**config.mk**
```make
export PLATFORM = sky130hd
export DESIGN_NAME = wrmt_cell
export DESIGN_NICKNAME = d
export VERILOG_FILES = /design/src/hw/rtl/wrmt_pkg.sv /design/src/hw/rtl/wrmt_cell.sv
export SDC_FILE = /design/constraint.sdc
export NUM_CORES = 1
export LEC_CHECK = 0
export BUFFER_PORTS_ARGS = -buffer_cell sky130_fd_sc_hd__buf_2
export CELL_PAD_IN_SITES_DETAIL_PLACEMENT = 1
export CELL_PAD_IN_SITES_GLOBAL_PLACEMENT = 1
export CORE_AREA = 2 2 219 221
export CTS_BUF_LIST = sky130_fd_sc_hd__clkbuf_16
export CTS_CLUSTER_DIAMETER = 50
export DETAILED_ROUTE_END_ITERATION = 16
export DIE_AREA = 0 0 221 223
export PLACE_DENSITY_LB_ADDON = 0.2
export SYNTH_ARGS = -nofsm -noshare
export SYNTH_HDL_FRONTEND = slang
export SYNTH_SLANG_ARGS = --single-unit
export TNS_END_PERCENT = 1
```
**constraint.sdc**
```tcl
create_clock -name clk -period 8.8 [get_ports clk]
set_input_delay 0.44 -clock clk [delete_from_list [all_inputs] [get_ports clk]]
set_output_delay 0.44 -clock clk [all_outputs]
set_load 0.02 [all_outputs]
```
**src/hw/rtl/wrmt_pkg.sv**
```systemverilog
// ----------------------------------------------------------------------------
// wrmt_pkg: shared types and codes for the watchpoint range match table
// Command and status codes, the entry record held by each cell, the item
// broadcast to the cells and the token that walks the cell chain.
// ----------------------------------------------------------------------------
`default_nettype none

package wrmt_pkg;

    // Default table depth
    localparam int TABLE_ENTRIES_DEF = 16;

    // Command codes
    localparam logic [2:0] CMD_ADD    = 3'd0;
    localparam logic [2:0] CMD_REMOVE = 3'd1;
    localparam logic [2:0] CMD_ENABLE = 3'd2;
    localparam logic [2:0] CMD_CHECK  = 3'd3;
    localparam logic [2:0] CMD_CLEAR  = 3'd4;

    // Status codes
    localparam logic [1:0] ST_DONE = 2'd0;
    localparam logic [1:0] ST_MISS = 2'd1;
    localparam logic [1:0] ST_FULL = 2'd2;

    // Stored watchpoint, without its valid bit
    typedef struct packed {
        logic [31:0] ident;
        logic [7:0]  space;
        logic [31:0] start;
        logic [31:0] length;
        logic [1:0]  mask;
        logic        enabled;
        logic [31:0] hits;
    } entry_data_t;

    // Watchpoint as seen by the neighbouring cell
    typedef struct packed {
        logic        valid;
        entry_data_t data;
    } entry_t;

    // Item held by the top level and broadcast to all cells
    typedef struct packed {
        logic [2:0]  command;
        logic [7:0]  space;
        logic [31:0] address;
        logic [31:0] length;      // already forced to at least one
        logic [1:0]  access_mask;
        logic        access_is_write;
        logic [31:0] entry_id;
        logic        enable_value;
        logic [31:0] next_ident;
    } item_t;

    // Token handed from cell to cell
    typedef struct packed {
        logic        active;
        logic        found;
        logic        inserted;
        logic [31:0] rid;
        logic [31:0] hits;
    } token_t;

    // Finished result
    typedef struct packed {
        logic [1:0]  status;
        logic [31:0] rid;
        logic [31:0] hits;
    } result_t;

endpackage

`default_nettype wire

```
**src/hw/rtl/wrmt_cell.sv**
```systemverilog
// ----------------------------------------------------------------------------
// wrmt_cell: one watchpoint slot of the match chain
// Holds one entry, acts on the broadcast item while the token sits here and
// hands the token to the next cell. On remove it pulls in its right
// neighbour's entry so the table stays packed.
// ----------------------------------------------------------------------------
`default_nettype none

module wrmt_cell
(
    input  wire                   clk,
    input  wire                   rst_n,
    input  wrmt_pkg::item_t       item,
    input  wrmt_pkg::token_t      tok_in,
    input  wrmt_pkg::entry_t      nbr_entry,
    output wrmt_pkg::token_t      tok_out,
    output wrmt_pkg::entry_t      entry
);

    logic                  valid_reg;
    logic                  valid_next;
    wrmt_pkg::entry_data_t data_reg;
    wrmt_pkg::entry_data_t data_next;
    wrmt_pkg::token_t      tok_reg;
    wrmt_pkg::token_t      tok_next;

    logic        id_match;
    logic        dup_match;
    logic [31:0] offset;
    logic        range_hit;
    logic        kind_ok;
    logic        check_hit;
    logic [31:0] hits_inc;

    // Comparisons against the broadcast item
    assign id_match  = valid_reg && (data_reg.ident == item.entry_id);
    assign dup_match = valid_reg && (data_reg.space == item.space)
                       && (data_reg.start == item.address)
                       && (data_reg.length == item.length)
                       && (data_reg.mask == item.access_mask);
    assign offset    = item.address - data_reg.start;
    assign range_hit = (item.address >= data_reg.start) && (offset < data_reg.length);
    assign kind_ok   = item.access_is_write ? data_reg.mask[1] : data_reg.mask[0];
    assign check_hit = valid_reg && data_reg.enabled && (data_reg.space == item.space)
                       && kind_ok && range_hit;
    assign hits_inc  = (data_reg.hits == 32'hFFFF_FFFF) ? data_reg.hits
                                                        : data_reg.hits + 32'd1;

    // Command action while the token is here
    always_comb
    begin
        valid_next = valid_reg;
        data_next  = data_reg;
        tok_next   = tok_in;
        if (tok_in.active)
        begin
            case (item.command)
                wrmt_pkg::CMD_ADD:
                begin
                    if (!tok_in.found)
                    begin
                        if (dup_match)
                        begin
                            tok_next.found = 1'b1;
                            tok_next.rid   = data_reg.ident;
                        end
                        else if (!valid_reg && (item.next_ident != 32'd0))
                        begin
                            // first free slot: append here
                            valid_next        = 1'b1;
                            data_next.ident   = item.next_ident;
                            data_next.space   = item.space;
                            data_next.start   = item.address;
                            data_next.length  = item.length;
                            data_next.mask    = item.access_mask;
                            data_next.enabled = 1'b1;
                            data_next.hits    = 32'd0;
                            tok_next.found    = 1'b1;
                            tok_next.inserted = 1'b1;
                            tok_next.rid      = item.next_ident;
                        end
                    end
                end
                wrmt_pkg::CMD_REMOVE:
                begin
                    // from the removed slot onwards every cell takes its neighbour
                    if (tok_in.found || id_match)
                    begin
                        valid_next     = nbr_entry.valid;
                        data_next      = nbr_entry.data;
                        tok_next.found = 1'b1;
                    end
                end
                wrmt_pkg::CMD_ENABLE:
                begin
                    if (!tok_in.found && id_match)
                    begin
                        data_next.enabled = item.enable_value;
                        tok_next.found    = 1'b1;
                    end
                end
                wrmt_pkg::CMD_CHECK:
                begin
                    if (!tok_in.found && check_hit)
                    begin
                        data_next.hits = hits_inc;
                        tok_next.found = 1'b1;
                        tok_next.rid   = data_reg.ident;
                        tok_next.hits  = hits_inc;
                    end
                end
                wrmt_pkg::CMD_CLEAR:
                begin
                    valid_next = 1'b0;
                end
                default:
                begin
                    valid_next = valid_reg;
                end
            endcase
        end
    end

    // Control state
    always_ff @(posedge clk or negedge rst_n)
    begin
        if (!rst_n)
        begin
            valid_reg <= 1'b0;
            tok_reg   <= '0;
        end
        else
        begin
            valid_reg <= valid_next;
            tok_reg   <= tok_next;
        end
    end

    // Entry payload
    always_ff @(posedge clk)
    begin
        data_reg <= data_next;
    end

    assign tok_out     = tok_reg;
    assign entry.valid = valid_reg;
    assign entry.data  = data_reg;

endmodule

`default_nettype wire

```
==> flow_summary.toml <==
[status]
status = "complete, no violations"

[final_layout]
layout-drive-gt1-share_pct = 40.2
final_nets = 2276
multi_input_area_sq_um = 6910
nFillCells = 5519
register_area_sq_um = 5880
largest_register_ffs = 139
syn_to_final_growth_pct = 35.1

[synthesis]
synth-simple-area-share_pct = 9.66
netlist_top_cells_count = "inv_1 (147), edfxtp_1 (139), mux2_2 (106)"
synth_area_leaders = "edfxtp_1 (31%), dfrtp_1 (13%), mux2_2 (8.8%)"
synth_top_family_by_area = "compound AO/OA/AOI/OAI gates"
synth.yosys.warnings = 0
synth_cell_type_count = 58
syn_area_sq_um = 13600
async_flop_share_pct = 32.9
synthMuxAreaShare_pct = 11.4
seq_area_frac_synth_pct = 43.3
synth-compound-area-share_pct = 15.5
ys_seq_elements = 207
syn_inst = 1303
syn-num-nets = 1720
yosysTopAreaCell = "edfxtp_1"
synth_fa_ha_area_share_pct = 6.05
synth_top_area_share_pct = 30.8
synth_top_flop_cell = "edfxtp_1"
yosys.cell_count.top_type = "inv_1"
synth_edf_count = 139
synth_xor_area_share_pct = 8.13
syn_area_per_cell_sq_um = 10.4

[sta]
max_freq_mhz = 163
rsz0062_at_grt = "no"
tns_ns = 0
final-max-slew-violation-count = 0
period_needed_ns = 6.13
setup_violations = 0
hold_viol = 0
fin_crit_sh_pct = 69.7
timing.slew.headroom_pct = 37.0
whs_ns = 0.0534
worst_slew_pin_slew_ns = 0.944
finClkSkew_ns = 0.0261

[hold_path]
worstHoldEndpoint = "tok_out[66]"
min_from = "tok_in[66]"
hold_path_depth = 1
min_path_type = "in -> reg"

[route]
drt_iter0_markers = 632
route.met2.wl_um = 27800
wl_per_cell_um = 22.7
vias_per_cell = 5.10
wl_met1_um = 23400
detail_route.drc_violations = 0
wl_met3_um = 4020
routed_wl_um = 56900
route.vias.total = 12800
highest_layer = "met5"
drtAntennaViolNets = 0
dr.pass1.iters = 5

[placed_design]
port_buffers = 558
post-dp-hpwl_um = 43900
gp_congestion = 0.827

[floorplan]
rows = 80
die_h_um = 223
start_util_pct = 28.8
die-area_sq_um = 49300
coreArea_sq_um = 47100
num_io_pins = 559
die_w_um = 221

[global_route]
grt_pass1_vias = 13500
track_usage_pct = 22.4
grt.overflow.total = 0
grt_pass1_wl_um = 84900
grt_max_degree = 85
grt_antenna_before_repair = 17

[clocking]
clk_pin_slew_ns = 0.05
cts-buffers-inserted = 39
cts_setup_buffers = 0
cts_sinks = 207
htree_levels = 2
worstSkewPairLatency_ns = 0.57
clk_path_buf_depth = 3
cts_tree = "built"
cts_resized = 0
clockRootBuffer = "clkbuf_16"

[worst_setup_path]
worstReg2RegEnd = "tok_out[0]"
r2r_cells = 20
critical_path_class = "reg -> reg"
cp_data_arrival_time_ns = 6.58
crit_path_max_fanout = 30
start_kind = "flop"
endpoint_kind = "flop"
worstPathRequired_ns = 9.25
rrSetupSlack_ns = 2.67
rr_startpoint = "entry[68]"

[power_and_ir_drop]
p_total_w = 0.00314
vdd_ir_drop_max_mv = 0.115
power_density_nw_per_um2 = 171
p_seq_share_pct = 35.5
netSwitchingFraction_pct = 29.2
combinationalPowerShare_pct = 16.8
clkPwrFrac_pct = 47.7
p_int_w = 0.00222
power_leakage_nw = 8.52
power.switching_w = 0.000916

[job]
cap_violations = 0
-- repair_timing --
item / in CTS / in global routing
setup endpoints to repair: 0 / 0
hold buffers: 1 / 0
endpoints found under the hold margin: 26 / 0
-- metal layers --
layer	vias to the layer above	global-route usage, %
met1	6303	27.2
met5	-	0
met3	98	6.39
li1	5950	-
met2	469	38.1
met4	12	7.77
-- worst max-delay path: stages (launching register included) --
cell and delay, ns:
edfxtp_1 0.43, inv_1 0.08, ha_1 0.23, nor2b_1 0.15
o31a_1 0.26, o21ai_0 0.29, a21oi_1 0.15, o31ai_1 0.73
o41ai_1 0.29, or2_1 0.30, o31a_1 0.28, o311a_1 0.31
ha_1 0.30, nand4_1 0.14, nor4_1 0.37, o21ai_0 0.24
and3_1 0.24, and3_1 0.21, nand2_2 0.13, buf_4 0.46
mux2_2 0.40
-- power by group through the flow --
stage	clock network [W]	registers, W	logic (W)
floorplan	0	0.00117	0.000252
global placement	0	0.00113	0.000517
detailed placement	0	0.00113	0.000524
CTS	0.00153	0.00112	0.000530
global route	0.00157	0.00112	0.000578
finish	0.00150	0.00112	0.000526
-- worst max-delay path by stage --
stage               start    endpoint  slack [ns]  cells past startpoint
5_1_grt         entry[68]  tok_out[0]        2.15                     20
3_5_place_dp    item[101]  tok_out[2]        2.56                     20
4_1_cts         entry[68]  tok_out[0]        2.70                     20
6_report        entry[68]  tok_out[0]        2.67                     20
3_3_place_gp    item[101]  tok_out[2]        2.75                     20
2_1_floorplan  entry[123]  entry[100]        1.68                      9
-- stage by stage --
stage	cells	worst slack (ns)	util, %	instance area (sq um)
after floorplan	1303	1.68	-	13600
final	2514	2.67	38.9	18300
after detailed placement	2432	2.56	36.1	17000
after global placement	2432	2.75	36.1	17000
after CTS	2504	2.70	38.8	18300
after global routing	2512	2.15	38.9	18300
-- logic make-up (layout without fill, tap and decap cells) --
logic type	after synthesis	after routing
buffers and inverters	205	791
adder cells (fa/ha/maj)	65	65
other	0	10
XOR/XNOR	126	126
multiplexers	141	141
AND/OR/NAND/NOR	261	261
AO/OA/AOI/OAI	298	298
flip-flops	207	207
-- cells in the final DEF (no fill, tap or decap), drive strengths merged, types with 34 or more instances in the layout --
cell type / n
a21oi: 76
a31oi: 35
buf: 572
clkbuf: 39
dfrtp: 68
edfxtp: 139
ha: 64
inv: 158
mux2: 106
mux2i: 35
nand2: 45
nor2: 71
o221ai: 34
xnor2: 67
xor2: 59
-- final cells by class --
class	count	area share, %
clock inverter	32	1.65
antenna	10	0.136
multi-input combinational	891	37.7
tap	615	4.20
sequential	207	32.0
inverter	147	3.01
clock buffer	39	5.32
timing repair buffer	573	15.9
No activity file was read; power rests on OpenSTA's default activity.
